File: src/hw/rtl/mgb_pkg.sv
// ----------------------------------------------------------------------------
// mgb_pkg
// Shared types and constants of the modal gap buffer line editor: field
// widths, request and key codes, controller states, command and status words.
// ----------------------------------------------------------------------------
package mgb_pkg;

	// Total number of characters that both stacks hold together.
	localparam int CAPACITY = 256;
	localparam int ADDR_W   = $clog2(CAPACITY);
	localparam int CNT_W    = $clog2(CAPACITY + 1);

	// Widths of the word fields.
	localparam int CHAR_W = 8;
	localparam int IDX_W  = 9;
	localparam int POS_W  = 9;

	// Width wide enough to compare a read index against the stack counts.
	localparam int CMP_W = ((IDX_W > CNT_W) ? IDX_W : CNT_W) + 1;

	// Key codes with a meaning of their own.
	localparam logic [CHAR_W-1:0] KEY_NONE      = 8'd0;
	localparam logic [CHAR_W-1:0] KEY_BACKSPACE = 8'd127;
	localparam logic [CHAR_W-1:0] KEY_IGNORED   = 8'd126;
	localparam logic [CHAR_W-1:0] KEY_APPEND    = 8'd97;
	localparam logic [CHAR_W-1:0] KEY_QUIT      = 8'd113;
	localparam logic [CHAR_W-1:0] KEY_CUT       = 8'd120;
	localparam logic [CHAR_W-1:0] KEY_CUT_PREV  = 8'd105;
	localparam logic [CHAR_W-1:0] KEY_REPLACE   = 8'd114;

	// Request codes.
	typedef enum logic [2:0] {
		REQ_KEY     = 3'd0,
		REQ_RIGHT   = 3'd1,
		REQ_LEFT    = 3'd2,
		REQ_END     = 3'd3,
		REQ_BEGIN   = 3'd4,
		REQ_FWD_DEL = 3'd5,
		REQ_ESCAPE  = 3'd6,
		REQ_READ    = 3'd7
	} req_t;

	// Controller states.
	typedef enum logic [2:0] {
		ST_IDLE,
		ST_DECODE,
		ST_FETCH,
		ST_MOVE,
		ST_FINISH
	} state_t;

	// Commands from the controller to the datapath.
	typedef struct packed {
		logic capture;
		logic decode;
		logic fetch;
		logic move_step;
		logic finish;
	} ctrl_cmd_t;

	// Status from the datapath to the controller.
	typedef struct packed {
		logic need_fetch;
		logic need_move;
		logic move_done;
	} dp_status_t;

	// One result word.
	typedef struct packed {
		logic              in_read_mode;
		logic              replace_armed;
		logic              done_res;
		logic [POS_W-1:0]  cursor_pos;
		logic [POS_W-1:0]  text_length;
		logic [CHAR_W-1:0] read_char;
		logic              read_valid;
		logic              overflow;
	} rsp_t;

endpackage

File: src/hw/rtl/mgb_req_if.sv
// ----------------------------------------------------------------------------
// mgb_req_if
// Request channel: one word per editor request, valid/ready handshake.
// ----------------------------------------------------------------------------
interface mgb_req_if;
	import mgb_pkg::*;

	logic                 valid;
	logic                 ready;
	req_t                 req_type;
	logic [CHAR_W-1:0]    key_char;
	logic [IDX_W-1:0]     read_index;

	modport source (output valid, req_type, key_char, read_index, input ready);
	modport sink   (input valid, req_type, key_char, read_index, output ready);

endinterface

File: src/hw/rtl/mgb_rsp_if.sv
// ----------------------------------------------------------------------------
// mgb_rsp_if
// Result channel: one word per accepted request, valid/ready handshake.
// ----------------------------------------------------------------------------
interface mgb_rsp_if;
	import mgb_pkg::*;

	logic              valid;
	logic              ready;
	logic              in_read_mode;
	logic              replace_armed;
	logic              done_res;
	logic [POS_W-1:0]  cursor_pos;
	logic [POS_W-1:0]  text_length;
	logic [CHAR_W-1:0] read_char;
	logic              read_valid;
	logic              overflow;

	modport source (
		output valid, in_read_mode, replace_armed, done_res, cursor_pos,
		output text_length, read_char, read_valid, overflow,
		input  ready
	);
	modport sink (
		input  valid, in_read_mode, replace_armed, done_res, cursor_pos,
		input  text_length, read_char, read_valid, overflow,
		output ready
	);

endinterface

File: src/hw/rtl/modal_gap_buffer_line_editor.sv
// ----------------------------------------------------------------------------
// modal_gap_buffer_line_editor
// One-line text editor with read and edit modes, held as a gap buffer.
// ----------------------------------------------------------------------------
// The text lives in two stack memories, the characters before the cursor and
// those after it, which share CAPACITY characters; every accepted request word
// gives exactly one result word with the mode flags, cursor, length and, for
// read requests, the character at the requested position. Requests are taken
// one at a time. Each request is captured, decoded and then finished, the
// finish step loading the result register. A read inside the text passes
// through a fetch step before finish, and so, before a quit, does a
// cut-previous command with no pending replacement and at least two
// characters before the cursor; before a quit, a cursor step or a move to
// the end or the beginning passes through the move step, where the move
// engine carries one character per cycle through the single read port of
// one stack and the write port of the other. The controller returns to idle
// as the result is loaded, and loading waits for as long as an earlier
// result word is still held on the output side. A new request is taken
// while the previous result still waits on the output side. Stack memories
// need no clearing after reset; the block is ready at once.
module modal_gap_buffer_line_editor (
	input  logic       clk,
	input  logic       arst_n,
	mgb_req_if.sink    req,
	mgb_rsp_if.source  rsp
);
	import mgb_pkg::*;

	ctrl_cmd_t  cmd;
	dp_status_t status;
	rsp_t       rsp_word;

	// Sequencing.
	mgb_ctrl u_ctrl (
		.clk       (clk),
		.arst_n    (arst_n),
		.req_valid (req.valid),
		.req_ready (req.ready),
		.rsp_valid (rsp.valid),
		.rsp_ready (rsp.ready),
		.status    (status),
		.cmd       (cmd)
	);

	// Stacks, counters, flags and result register.
	mgb_dpath u_dpath (
		.clk        (clk),
		.arst_n     (arst_n),
		.req_type   (req.req_type),
		.key_char   (req.key_char),
		.read_index (req.read_index),
		.cmd        (cmd),
		.status     (status),
		.rsp        (rsp_word)
	);

	// Result word onto the output channel.
	assign rsp.in_read_mode  = rsp_word.in_read_mode;
	assign rsp.replace_armed = rsp_word.replace_armed;
	assign rsp.done_res      = rsp_word.done_res;
	assign rsp.cursor_pos    = rsp_word.cursor_pos;
	assign rsp.text_length   = rsp_word.text_length;
	assign rsp.read_char     = rsp_word.read_char;
	assign rsp.read_valid    = rsp_word.read_valid;
	assign rsp.overflow      = rsp_word.overflow;

endmodule

File: src/hw/rtl/mgb_ctrl.sv
// ----------------------------------------------------------------------------
// mgb_ctrl
// Controller of the line editor: sequences capture, decode, memory fetch,
// character moves and the result register, and owns the result valid flag.
// ----------------------------------------------------------------------------
module mgb_ctrl (
	input  logic                clk,
	input  logic                arst_n,
	input  logic                req_valid,
	output logic                req_ready,
	output logic                rsp_valid,
	input  logic                rsp_ready,
	input  mgb_pkg::dp_status_t status,
	output mgb_pkg::ctrl_cmd_t  cmd
);
	import mgb_pkg::*;

	state_t state_q;
	state_t state_nxt;
	logic   rsp_valid_q;
	logic   rsp_free;

	// The result register can take a new word when empty or being drained.
	assign rsp_free = !rsp_valid_q || rsp_ready;

	// State register.
	always_ff @(posedge clk or negedge arst_n) begin
		if (!arst_n) begin
			state_q <= ST_IDLE;
		end else begin
			state_q <= state_nxt;
		end
	end

	// Next state.
	always_comb begin
		state_nxt = state_q;
		case (state_q)
			ST_IDLE: begin
				if (req_valid) begin
					state_nxt = ST_DECODE;
				end
			end
			ST_DECODE: begin
				if (status.need_fetch) begin
					state_nxt = ST_FETCH;
				end else if (status.need_move) begin
					state_nxt = ST_MOVE;
				end else begin
					state_nxt = ST_FINISH;
				end
			end
			ST_FETCH: begin
				state_nxt = ST_FINISH;
			end
			ST_MOVE: begin
				if (status.move_done) begin
					state_nxt = ST_FINISH;
				end
			end
			ST_FINISH: begin
				if (rsp_free) begin
					state_nxt = ST_IDLE;
				end
			end
			default: begin
				state_nxt = ST_IDLE;
			end
		endcase
	end

	// Commands to the datapath.
	always_comb begin
		cmd           = '0;
		req_ready     = 1'b0;
		case (state_q)
			ST_IDLE: begin
				req_ready   = 1'b1;
				cmd.capture = req_valid;
			end
			ST_DECODE: begin
				cmd.decode = 1'b1;
			end
			ST_FETCH: begin
				cmd.fetch = 1'b1;
			end
			ST_MOVE: begin
				cmd.move_step = 1'b1;
			end
			ST_FINISH: begin
				cmd.finish = rsp_free;
			end
			default: begin
				cmd = '0;
			end
		endcase
	end

	// Result valid flag: set when a word is loaded, cleared when taken.
	always_ff @(posedge clk or negedge arst_n) begin
		if (!arst_n) begin
			rsp_valid_q <= 1'b0;
		end else if (cmd.finish) begin
			rsp_valid_q <= 1'b1;
		end else if (rsp_ready) begin
			rsp_valid_q <= 1'b0;
		end
	end

	assign rsp_valid = rsp_valid_q;

endmodule

File: src/hw/rtl/mgb_dpath.sv
// ----------------------------------------------------------------------------
// mgb_dpath
// Datapath of the line editor: the two stack memories, their counts, the mode
// flags, the character move engine and the result register.
// ----------------------------------------------------------------------------
module mgb_dpath (
	input  logic                       clk,
	input  logic                       arst_n,
	input  mgb_pkg::req_t              req_type,
	input  logic [mgb_pkg::CHAR_W-1:0] key_char,
	input  logic [mgb_pkg::IDX_W-1:0]  read_index,
	input  mgb_pkg::ctrl_cmd_t         cmd,
	output mgb_pkg::dp_status_t        status,
	output mgb_pkg::rsp_t              rsp
);
	import mgb_pkg::*;

	localparam logic [CNT_W-1:0] CNT_ONE = CNT_W'(1);
	localparam logic [CNT_W-1:0] CNT_TWO = CNT_W'(2);
	localparam logic [CNT_W:0]   CAP_SUM = (CNT_W + 1)'(CAPACITY);

	// Captured request.
	req_t              req_type_q;
	logic [CHAR_W-1:0] key_q;
	logic [IDX_W-1:0]  idx_q;

	// Editor state.
	logic [CNT_W-1:0] fc_q, fc_nxt;
	logic [CNT_W-1:0] bc_q, bc_nxt;
	logic             mode_q, mode_nxt;
	logic             rep_q, rep_nxt;
	logic             quit_q, quit_nxt;

	// Per-request result fields.
	logic [CHAR_W-1:0] ch_q, ch_nxt;
	logic              valid_q, valid_nxt;
	logic              drop_q, drop_nxt;
	logic              rd_back_q, rd_back_nxt;

	// Move engine.
	logic             pend_q, pend_nxt;
	logic             issued_q, issued_nxt;
	logic             dir_q, dir_nxt;
	logic             multi_q, multi_nxt;
	logic [CNT_W-1:0] src_cnt;
	logic             can_issue;

	// Stack memories and their ports.
	logic [CHAR_W-1:0] front_mem [CAPACITY];
	logic [CHAR_W-1:0] back_mem  [CAPACITY];
	logic              front_we, front_re, back_we, back_re;
	logic [ADDR_W-1:0] front_wa, front_ra, back_wa, back_ra;
	logic [CHAR_W-1:0] front_wd, back_wd;
	logic [CHAR_W-1:0] front_rd_q, back_rd_q;

	// Read request address math.
	logic [CMP_W-1:0] idx_x, fc_x, bc_x, back_off;
	logic             idx_hit, idx_front;
	logic [CNT_W:0]   total;

	// Read-mode key decode.
	logic replaced, i_copy;

	rsp_t rsp_q;

	assign total     = {1'b0, fc_q} + {1'b0, bc_q};
	assign idx_x     = CMP_W'(idx_q);
	assign fc_x      = CMP_W'(fc_q);
	assign bc_x      = CMP_W'(bc_q);
	assign idx_hit   = idx_x < (fc_x + bc_x);
	assign idx_front = idx_x < fc_x;
	// Back stack is stored top-last: text position maps to bc-1-(idx-fc).
	assign back_off  = bc_x - CMP_W'(1) - (idx_x - fc_x);

	assign replaced  = rep_q && (fc_q != '0) && (key_q != KEY_BACKSPACE);
	assign i_copy    = (key_q == KEY_CUT_PREV) && (fc_q >= CNT_TWO);

	// The move engine drains the source stack one character per cycle.
	assign src_cnt   = dir_q ? bc_q : fc_q;
	assign can_issue = (src_cnt != '0) && (multi_q || !issued_q);

	// Next-state and memory port logic for all commands.
	always_comb begin
		fc_nxt      = fc_q;
		bc_nxt      = bc_q;
		mode_nxt    = mode_q;
		rep_nxt     = rep_q;
		quit_nxt    = quit_q;
		ch_nxt      = ch_q;
		valid_nxt   = valid_q;
		drop_nxt    = drop_q;
		rd_back_nxt = rd_back_q;
		pend_nxt    = pend_q;
		issued_nxt  = issued_q;
		dir_nxt     = dir_q;
		multi_nxt   = multi_q;
		front_we    = 1'b0;
		front_wa    = ADDR_W'(fc_q);
		front_wd    = key_q;
		front_re    = 1'b0;
		front_ra    = ADDR_W'(fc_q - CNT_ONE);
		back_we     = 1'b0;
		back_wa     = ADDR_W'(bc_q);
		back_wd     = front_rd_q;
		back_re     = 1'b0;
		back_ra     = ADDR_W'(bc_q - CNT_ONE);
		status      = '0;

		// Clear the per-request fields as a new word comes in.
		if (cmd.capture) begin
			ch_nxt    = '0;
			valid_nxt = 1'b0;
			drop_nxt  = 1'b0;
		end

		// Decode: apply a request's effects directly, or start a fetch or a move.
		if (cmd.decode) begin
			if (req_type_q == REQ_READ) begin
				valid_nxt         = idx_hit;
				status.need_fetch = idx_hit;
				rd_back_nxt       = !idx_front;
				front_re          = idx_hit && idx_front;
				front_ra          = ADDR_W'(idx_q);
				back_re           = idx_hit && !idx_front;
				back_ra           = ADDR_W'(back_off);
			end else if (!quit_q) begin
				case (req_type_q)
					REQ_KEY: begin
						if (key_q == KEY_NONE) begin
							fc_nxt = fc_q;
						end else if (!mode_q) begin
							// Edit mode: backspace, ignored key or insert.
							if (key_q == KEY_BACKSPACE) begin
								if (fc_q != '0) begin
									fc_nxt = fc_q - CNT_ONE;
								end
							end else if (key_q != KEY_IGNORED) begin
								if (total >= CAP_SUM) begin
									drop_nxt = 1'b1;
								end else begin
									front_we = 1'b1;
									fc_nxt   = fc_q + CNT_ONE;
								end
							end
						end else begin
							// Read mode: a pending replacement comes first.
							if (replaced) begin
								rep_nxt  = 1'b0;
								front_we = 1'b1;
								front_wa = i_copy ? ADDR_W'(fc_q - CNT_TWO)
								                  : ADDR_W'(fc_q - CNT_ONE);
							end
							if (key_q == KEY_APPEND) begin
								mode_nxt = 1'b0;
							end else if (key_q == KEY_QUIT) begin
								quit_nxt = 1'b1;
							end else if (key_q == KEY_CUT) begin
								if (fc_q != '0) begin
									fc_nxt = fc_q - CNT_ONE;
								end
							end else if (key_q == KEY_CUT_PREV) begin
								// The top character slides down over the one below.
								if (i_copy && !replaced) begin
									status.need_fetch = 1'b1;
									front_re          = 1'b1;
									rd_back_nxt       = 1'b0;
								end else if (i_copy) begin
									fc_nxt = fc_q - CNT_ONE;
								end
							end else if (key_q == KEY_REPLACE) begin
								if (!replaced) begin
									rep_nxt = 1'b1;
								end
							end
						end
					end
					REQ_RIGHT, REQ_LEFT, REQ_END, REQ_BEGIN: begin
						status.need_move = 1'b1;
						dir_nxt    = (req_type_q == REQ_RIGHT) || (req_type_q == REQ_END);
						multi_nxt  = (req_type_q == REQ_END) || (req_type_q == REQ_BEGIN);
						issued_nxt = 1'b0;
						pend_nxt   = 1'b0;
					end
					REQ_FWD_DEL: begin
						if (!mode_q && (bc_q != '0)) begin
							bc_nxt = bc_q - CNT_ONE;
						end
					end
					REQ_ESCAPE: begin
						mode_nxt = 1'b1;
					end
					default: begin
						mode_nxt = mode_q;
					end
				endcase
			end
		end

		// Fetch: finish a read request or the cut-previous copy.
		if (cmd.fetch) begin
			if (req_type_q == REQ_READ) begin
				ch_nxt = rd_back_q ? back_rd_q : front_rd_q;
			end else begin
				front_we = 1'b1;
				front_wa = ADDR_W'(fc_q - CNT_TWO);
				front_wd = front_rd_q;
				fc_nxt   = fc_q - CNT_ONE;
			end
		end

		// Move step: write the character read last cycle, read the next one.
		if (cmd.move_step) begin
			status.move_done = !can_issue;
			if (pend_q) begin
				if (dir_q) begin
					front_we = 1'b1;
					front_wa = ADDR_W'(fc_q);
					front_wd = back_rd_q;
					fc_nxt   = fc_q + CNT_ONE;
				end else begin
					back_we = 1'b1;
					back_wa = ADDR_W'(bc_q);
					back_wd = front_rd_q;
					bc_nxt  = bc_q + CNT_ONE;
				end
			end
			if (can_issue) begin
				if (dir_q) begin
					back_re = 1'b1;
					bc_nxt  = bc_q - CNT_ONE;
				end else begin
					front_re = 1'b1;
					fc_nxt   = fc_q - CNT_ONE;
				end
			end
			pend_nxt   = can_issue;
			issued_nxt = issued_q | can_issue;
		end
	end

	// Control state.
	always_ff @(posedge clk or negedge arst_n) begin
		if (!arst_n) begin
			fc_q     <= '0;
			bc_q     <= '0;
			mode_q   <= 1'b1;
			rep_q    <= 1'b0;
			quit_q   <= 1'b0;
			pend_q   <= 1'b0;
			issued_q <= 1'b0;
		end else begin
			fc_q     <= fc_nxt;
			bc_q     <= bc_nxt;
			mode_q   <= mode_nxt;
			rep_q    <= rep_nxt;
			quit_q   <= quit_nxt;
			pend_q   <= pend_nxt;
			issued_q <= issued_nxt;
		end
	end

	// Payload registers.
	always_ff @(posedge clk) begin
		if (cmd.capture) begin
			req_type_q <= req_type;
			key_q      <= key_char;
			idx_q      <= read_index;
		end
		ch_q      <= ch_nxt;
		valid_q   <= valid_nxt;
		drop_q    <= drop_nxt;
		rd_back_q <= rd_back_nxt;
		dir_q     <= dir_nxt;
		multi_q   <= multi_nxt;
	end

	// Front stack memory: one write and one registered read per cycle.
	always_ff @(posedge clk) begin
		if (front_we) begin
			front_mem[front_wa] <= front_wd;
		end
		if (front_re) begin
			front_rd_q <= front_mem[front_ra];
		end
	end

	// Back stack memory: one write and one registered read per cycle.
	always_ff @(posedge clk) begin
		if (back_we) begin
			back_mem[back_wa] <= back_wd;
		end
		if (back_re) begin
			back_rd_q <= back_mem[back_ra];
		end
	end

	// Result register, loaded once the request has settled.
	always_ff @(posedge clk) begin
		if (cmd.finish) begin
			rsp_q.in_read_mode  <= mode_q;
			rsp_q.replace_armed <= rep_q;
			rsp_q.done_res      <= quit_q;
			rsp_q.cursor_pos    <= POS_W'(fc_q);
			rsp_q.text_length   <= POS_W'(total);
			rsp_q.read_char     <= ch_q;
			rsp_q.read_valid    <= valid_q;
			rsp_q.overflow      <= drop_q;
		end
	end

	assign rsp = rsp_q;

endmodule

File: src/flat_wrapper.sv
// flat-port wrapper written by rule: the top's interface ports become plain ports
module modal_gap_buffer_line_editor_flat import mgb_pkg::*;
  (clk, arst_n, req_valid, req_req_type, req_key_char, req_read_index, req_ready, rsp_valid, rsp_in_read_mode, rsp_replace_armed, rsp_done_res, rsp_cursor_pos, rsp_text_length, rsp_read_char, rsp_read_valid, rsp_overflow, rsp_ready);
  mgb_req_if req_i ();
  mgb_rsp_if rsp_i ();
  input  logic clk;
  input  logic arst_n;
  input wire logic [$bits(req_i.valid)-1:0] req_valid;
  input wire logic [$bits(req_i.req_type)-1:0] req_req_type;
  input wire logic [$bits(req_i.key_char)-1:0] req_key_char;
  input wire logic [$bits(req_i.read_index)-1:0] req_read_index;
  output wire logic [$bits(req_i.ready)-1:0] req_ready;
  output wire logic [$bits(rsp_i.valid)-1:0] rsp_valid;
  output wire logic [$bits(rsp_i.in_read_mode)-1:0] rsp_in_read_mode;
  output wire logic [$bits(rsp_i.replace_armed)-1:0] rsp_replace_armed;
  output wire logic [$bits(rsp_i.done_res)-1:0] rsp_done_res;
  output wire logic [$bits(rsp_i.cursor_pos)-1:0] rsp_cursor_pos;
  output wire logic [$bits(rsp_i.text_length)-1:0] rsp_text_length;
  output wire logic [$bits(rsp_i.read_char)-1:0] rsp_read_char;
  output wire logic [$bits(rsp_i.read_valid)-1:0] rsp_read_valid;
  output wire logic [$bits(rsp_i.overflow)-1:0] rsp_overflow;
  input wire logic [$bits(rsp_i.ready)-1:0] rsp_ready;
  assign req_i.valid = req_valid;
  assign req_i.req_type = req_req_type;
  assign req_i.key_char = req_key_char;
  assign req_i.read_index = req_read_index;
  assign req_ready = req_i.ready;
  assign rsp_valid = rsp_i.valid;
  assign rsp_in_read_mode = rsp_i.in_read_mode;
  assign rsp_replace_armed = rsp_i.replace_armed;
  assign rsp_done_res = rsp_i.done_res;
  assign rsp_cursor_pos = rsp_i.cursor_pos;
  assign rsp_text_length = rsp_i.text_length;
  assign rsp_read_char = rsp_i.read_char;
  assign rsp_read_valid = rsp_i.read_valid;
  assign rsp_overflow = rsp_i.overflow;
  assign rsp_i.ready = rsp_ready;
  modal_gap_buffer_line_editor u_core (.clk(clk), .arst_n(arst_n), .req(req_i), .rsp(rsp_i));
endmodule
File: config.mk
export PLATFORM = sky130hd
export DESIGN_NAME = modal_gap_buffer_line_editor_flat
export DESIGN_NICKNAME = d
export VERILOG_FILES = /design/src/hw/rtl/mgb_pkg.sv /design/src/hw/rtl/mgb_req_if.sv /design/src/hw/rtl/mgb_rsp_if.sv /design/src/hw/rtl/modal_gap_buffer_line_editor.sv /design/src/hw/rtl/mgb_ctrl.sv /design/src/hw/rtl/mgb_dpath.sv /design/src/flat_wrapper.sv
export SDC_FILE = /design/constraint.sdc
export NUM_CORES = 2
export LEC_CHECK = 0
export BUFFER_PORTS_ARGS = -buffer_cell sky130_fd_sc_hd__buf_4
export CORE_AREA = 2 2 556 558
export CTS_CLUSTER_DIAMETER = 50
export DETAILED_ROUTE_END_ITERATION = 12
export DIE_AREA = 0 0 558 560
export PLACE_DENSITY = 0.69
export SLEW_MARGIN = 0
export SYNTH_ARGS = -nofsm -noshare
export SYNTH_HDL_FRONTEND = slang
export SYNTH_SLANG_ARGS = --single-unit
File: constraint.sdc
create_clock -name clk -period 14.55 [get_ports clk]
set_clock_uncertainty 0.05 [all_clocks]
set_input_delay 2.91 -clock clk [delete_from_list [all_inputs] [get_ports clk]]
set_output_delay 2.91 -clock clk [all_outputs]
set_load 0.01 [all_outputs]
==> Flow_metrics.wiki <==
{| class="wikitable"
! Metric !! Value
|-
| Post-CTS setup buffer count || 0
|-
| Antenna violations before repair || 25
|-
| Launch point of the worst hold path || u_core.u_dpath.drop_q
|-
| Final RePlAce weighted congestion || 0.9281
|-
| Async set-reset flop share out of synthesis || 0.006424
|-
| Total Neg Setup Slack || 0 ps
|-
| Average vias per placed instance || 6.569
|-
| Leakage power || 0.06047 uW
|-
| Max-slew headroom || -0.03379
|-
| Power per standard cell area || 234.2 nW/um2
|-
| Clock tree from TritonCTS || built
|-
| Total of max-cap violations || 1
|-
| Starting Density || 0.5472
|-
| Cts-stage hold buffer count || 0
|-
| Synth top area share || 0.7446
|-
| Setup slack on the worst flop-to-flop path || 7190 ps
|-
| Routed length per instance || 30.92 um
|-
| Vias || 104.1k
|-
| Total congestion overflow || 0
|-
| Count of cells resized by post-cts repair || 0
|-
| Status || finished with violations
|-
| Half-perimeter wire length after detailed placement || 285000 um
|-
| Worst-case clock buffer depth || 4
|-
| Worst Hold Class || flop to flop
|-
| Synthesized area per cell || 14.80 um2
|-
| WL final || 490000 um
|-
| Data required time at the worst endpoint || 15280 ps
|-
| Total CTS buffers || 436
|-
| IO Count || 57
|-
| Clock transition at the registers of the reported paths || 60 ps
|-
| Chip Width || 558 um
|-
| Root buffer cell || sky130_fd_sc_hd__clkbuf_16
|-
| GRT Overall Usage || 0.3092
|-
| Cell type with the highest aggregate area in the netlist || sky130_fd_sc_hd__edfxtp_1
|-
| Slowest stage delay, CP || 1300 ps
|-
| Bufs and invs on worst path || 5
|-
| Most instantiated flip-flop cell in the synthesis netlist || sky130_fd_sc_hd__edfxtp_1
|-
| Post-route minimum period || 7357 ps
|-
| Via count of the first global-routing pass || 99.38k
|-
| Final Hold Violating Endpoints || 0
|-
| Highest fanout seen on the critical path || 102
|-
| Count of state elements after synthesis || 4203
|-
| Slowest CP cell || sky130_fd_sc_hd__nor4_1
|-
| Leading post-synthesis cells by instance count || sky130_fd_sc_hd__edfxtp_1 (4166), sky130_fd_sc_hd__nand2_1 (2419), sky130_fd_sc_hd__nand3_1 (933)
|-
| Max Transition Viols Final || 2
|-
| Kind of critical path || flop to flop
|-
| Post-synth EDFFs || 4166
|-
| Proportion of layout cells with a drive suffix above 1 || 0.1103
|-
| Cell depth of the worst min-delay path || 0
|-
| Row cnt || 204
|-
| Kind of capture point of the worst setup path || flop
|-
| Floorplan die height || 560 um
|-
| Setup Viol. Count Final || 0
|-
| DRT iter0 DRCs || 16.92k
|-
| Period utilisation layout || 0.5056
|-
| Worst Hold End || u_core.u_dpath.rsp[0]
|-
| Worst reg2reg path endpoint || u_core.u_dpath.back_rd_q[4]
|-
| Core Region || 307100 um2
|-
| Number of cells produced by synthesis || 11.35k
|-
| Core Util, Final || 0.6077
|-
| Worst-case reg-to-reg path depth || 15
|-
| Total number of nets in the final design || 11.43k
|-
| Setup repair after global routing missed its margin || no
|-
| Die area || 312500 um2
|-
| First-pass iteration count of the detailed router || 9
|-
| CP delay by family, top || simple AND/OR/NAND/NOR gates
|-
| Fraction of the yosys area taken by sequential cells || 0.7498
|-
| Global-route wire length before repair || 702300 um
|-
| Unique cell type count in the Yosys netlist || 87
|-
| Origin of the worst setup path || u_core.u_dpath.fc_q[1]
|-
| Total number of yosys warnings || 0
|-
| Final Instance Count excl. Fillers || 15.85k
|-
| Crit path depth || 15
|-
| Number of port buffers || 56
|-
| Area growth from synthesis to layout || 11.07%
|-
| VDD IR-drop max || 272.0 uV
|-
| Detailed-route DRC error count || 0
|-
| H-tree lvl count || 5
|-
| Most area-consuming cells after synthesis || sky130_fd_sc_hd__edfxtp_1 (74%), sky130_fd_sc_hd__nand2_1 (5.4%), sky130_fd_sc_hd__mux4_2 (3.9%), sky130_fd_sc_hd__nand3_1 (2.8%), sky130_fd_sc_hd__mux2i_1 (1.6%)
|-
| Cells along the critical path || inv_1 > fa_1 > inv_1 > ha_1 > or3_4 > nand2_8 > buf_4 > nor2_4 > buf_4 > buf_4 > nand3_1 > a31oi_1 > nor4_1 > o22ai_1 > nor4b_2
|-
| Post-Syn Area || 168000 um2
|-
| Syn Nets || 11.43k
|-
| Pwr Total || 43700 uW
|-
| R2R Path Start || u_core.u_dpath.fc_q[1]
|-
| Kind of launch point of the worst setup path || flop
|-
| Total placed cells including tap cells || 15.03k
|-
| Largest net degree at the start of global routing || 207
|-
| Library cell with the highest instance count after synthesis || sky130_fd_sc_hd__edfxtp_1
|-
| Failing checks || max-capacitance violations, max-slew violations
|-
| Data arrival at the endpoint of the critical path || 8090 ps
|-
| Number of nets with antenna violations after routing || 0
|-
| Maximum clock frequency || 0.1359 GHz
|-
| Worst-Margin Slew || 1537 ps
|-
| Cell seen most often among critical-path stages || sky130_fd_sc_hd__buf_4
|-
| Skew-Pair Late Insertion Delay || 1000 ps
|-
| Total number of clock tree sinks || 4203
|}
cell families after synthesis:
logic type      after synthesis  synth area share
mux                         554           0.05458
compound gates             1334           0.05556
xor+xnor                     39          0.002033
simple gates               4391            0.1108
buf+inv                     770           0.02250
fa+ha+maj                    59          0.004796
flops                      4203            0.7498
sequential cells by signal, summed over array words and instances, names as in the netlist, 9 cells and up:
| name | flops |
|---|---|
| u_core.u_dpath.rsp | 31 |
| u_core.u_dpath.idx_q | 9 |
| u_core.u_dpath.fc_q | 9 |
| u_core.u_dpath.bc_q | 9 |
| u_core.u_dpath.back_mem | 2048 |
| u_core.u_dpath.front_mem | 2048 |
worst register-to-register path: stages, from the launching register on:
cell and delay [ps]:
sky130_fd_sc_hd__dfrtp_1 630, sky130_fd_sc_hd__inv_1 360, sky130_fd_sc_hd__fa_1 600, sky130_fd_sc_hd__inv_1 40
sky130_fd_sc_hd__ha_1 320, sky130_fd_sc_hd__or3_4 660, sky130_fd_sc_hd__nand2_8 730, sky130_fd_sc_hd__buf_4 740
sky130_fd_sc_hd__nor2_4 120, sky130_fd_sc_hd__buf_4 320, sky130_fd_sc_hd__buf_4 440, sky130_fd_sc_hd__nand3_1 200
sky130_fd_sc_hd__a31oi_1 170, sky130_fd_sc_hd__nor4_1 1300, sky130_fd_sc_hd__o22ai_1 260, sky130_fd_sc_hd__nor4b_2 290
how the worst max path moves through the flow:
stage                                                end
after floorplan           u_core.u_dpath.front_mem[0][0]
after global placement       u_core.u_dpath.back_rd_q[0]
after detailed placement     u_core.u_dpath.back_rd_q[5]
after CTS                    u_core.u_dpath.back_rd_q[2]
after global routing         u_core.u_dpath.back_rd_q[0]
final                        u_core.u_dpath.back_rd_q[4]
placed cells by master, fill, tap and decap left out, drive strengths merged, types with 12 or more instances in the layout:
cell type,netlist,layout
edfxtp,4166,4166
nand2,2421,2421
nand3,933,933
nor2,691,691
clkbuf,241,521
mux4,289,289
buf,468,267
mux2i,261,261
a21oi,247,247
a32oi,246,246
a31oi,225,225
clkinv,0,181
a22oi,173,173
o21ai,107,107
nand4,98,98
and3,91,91
inv,61,82
o22ai,60,60
a211oi,59,59
nor3,51,51
ha,50,50
bufinv,0,45
clkinvlp,0,33
xnor2,29,29
nor4,28,28
dfrtp,26,26
a311oi,23,23
diode,0,22
o221ai,22,22
a22o,19,19
o211ai,18,18
a21o,15,15
a41oi,14,14
nand2b,13,13
nor2b,12,12
o31ai,12,12
report_power, final:
part | total [uW] | leakage [uW] | switching [uW] | internal (uW)
Clock | 11100 | 0.00689 | 4730 | 6390
Combinational | 17900 | 0.0157 | 13300 | 4670
Sequential | 14600 | 0.0379 | 188 | 14500
Total | 43700 | 0.0605 | 18200 | 25500
per-stage QoR:
stage	instance area [um2]	hold slack [ps]	setup slack (ps)
after detailed placement	172200	374.6	7596
after global placement	172200	379.0	7673
after CTS	186500	392.1	7602
after global routing	186600	412.3	7062
after floorplan	168000	357.9	1548
final	186600	391.2	7193
metal layers:
layer,share of wire,wire length [um],vias up,GRT usage
met3,0.13,62350,1197,0.07854
li1,-,-,43360,-
met2,0.46,223300,7292,0.4667
met5,0.00039,191,-,0
met4,0.050,24600,28,0.1361
met1,0.37,179600,52250,0.4278
area by class of cell:
| cell class | instances | area (um2) |
|---|---|---|
| Antenna cell | 22 | 55.05 |
| Sequential cell | 4203 | 126000 |
| Clock inverter | 280 | 2952 |
| Clock buffer | 521 | 11360 |
| Tap cell | 4120 | 5155 |
| Timing Repair Buffer | 267 | 2205 |
| Multi-Input combinational cell | 6377 | 38690 |
| Fill cell | 22200 | 120400 |
| Inverter | 61 | 229.0 |
Power figures use the tool's default switching activity.
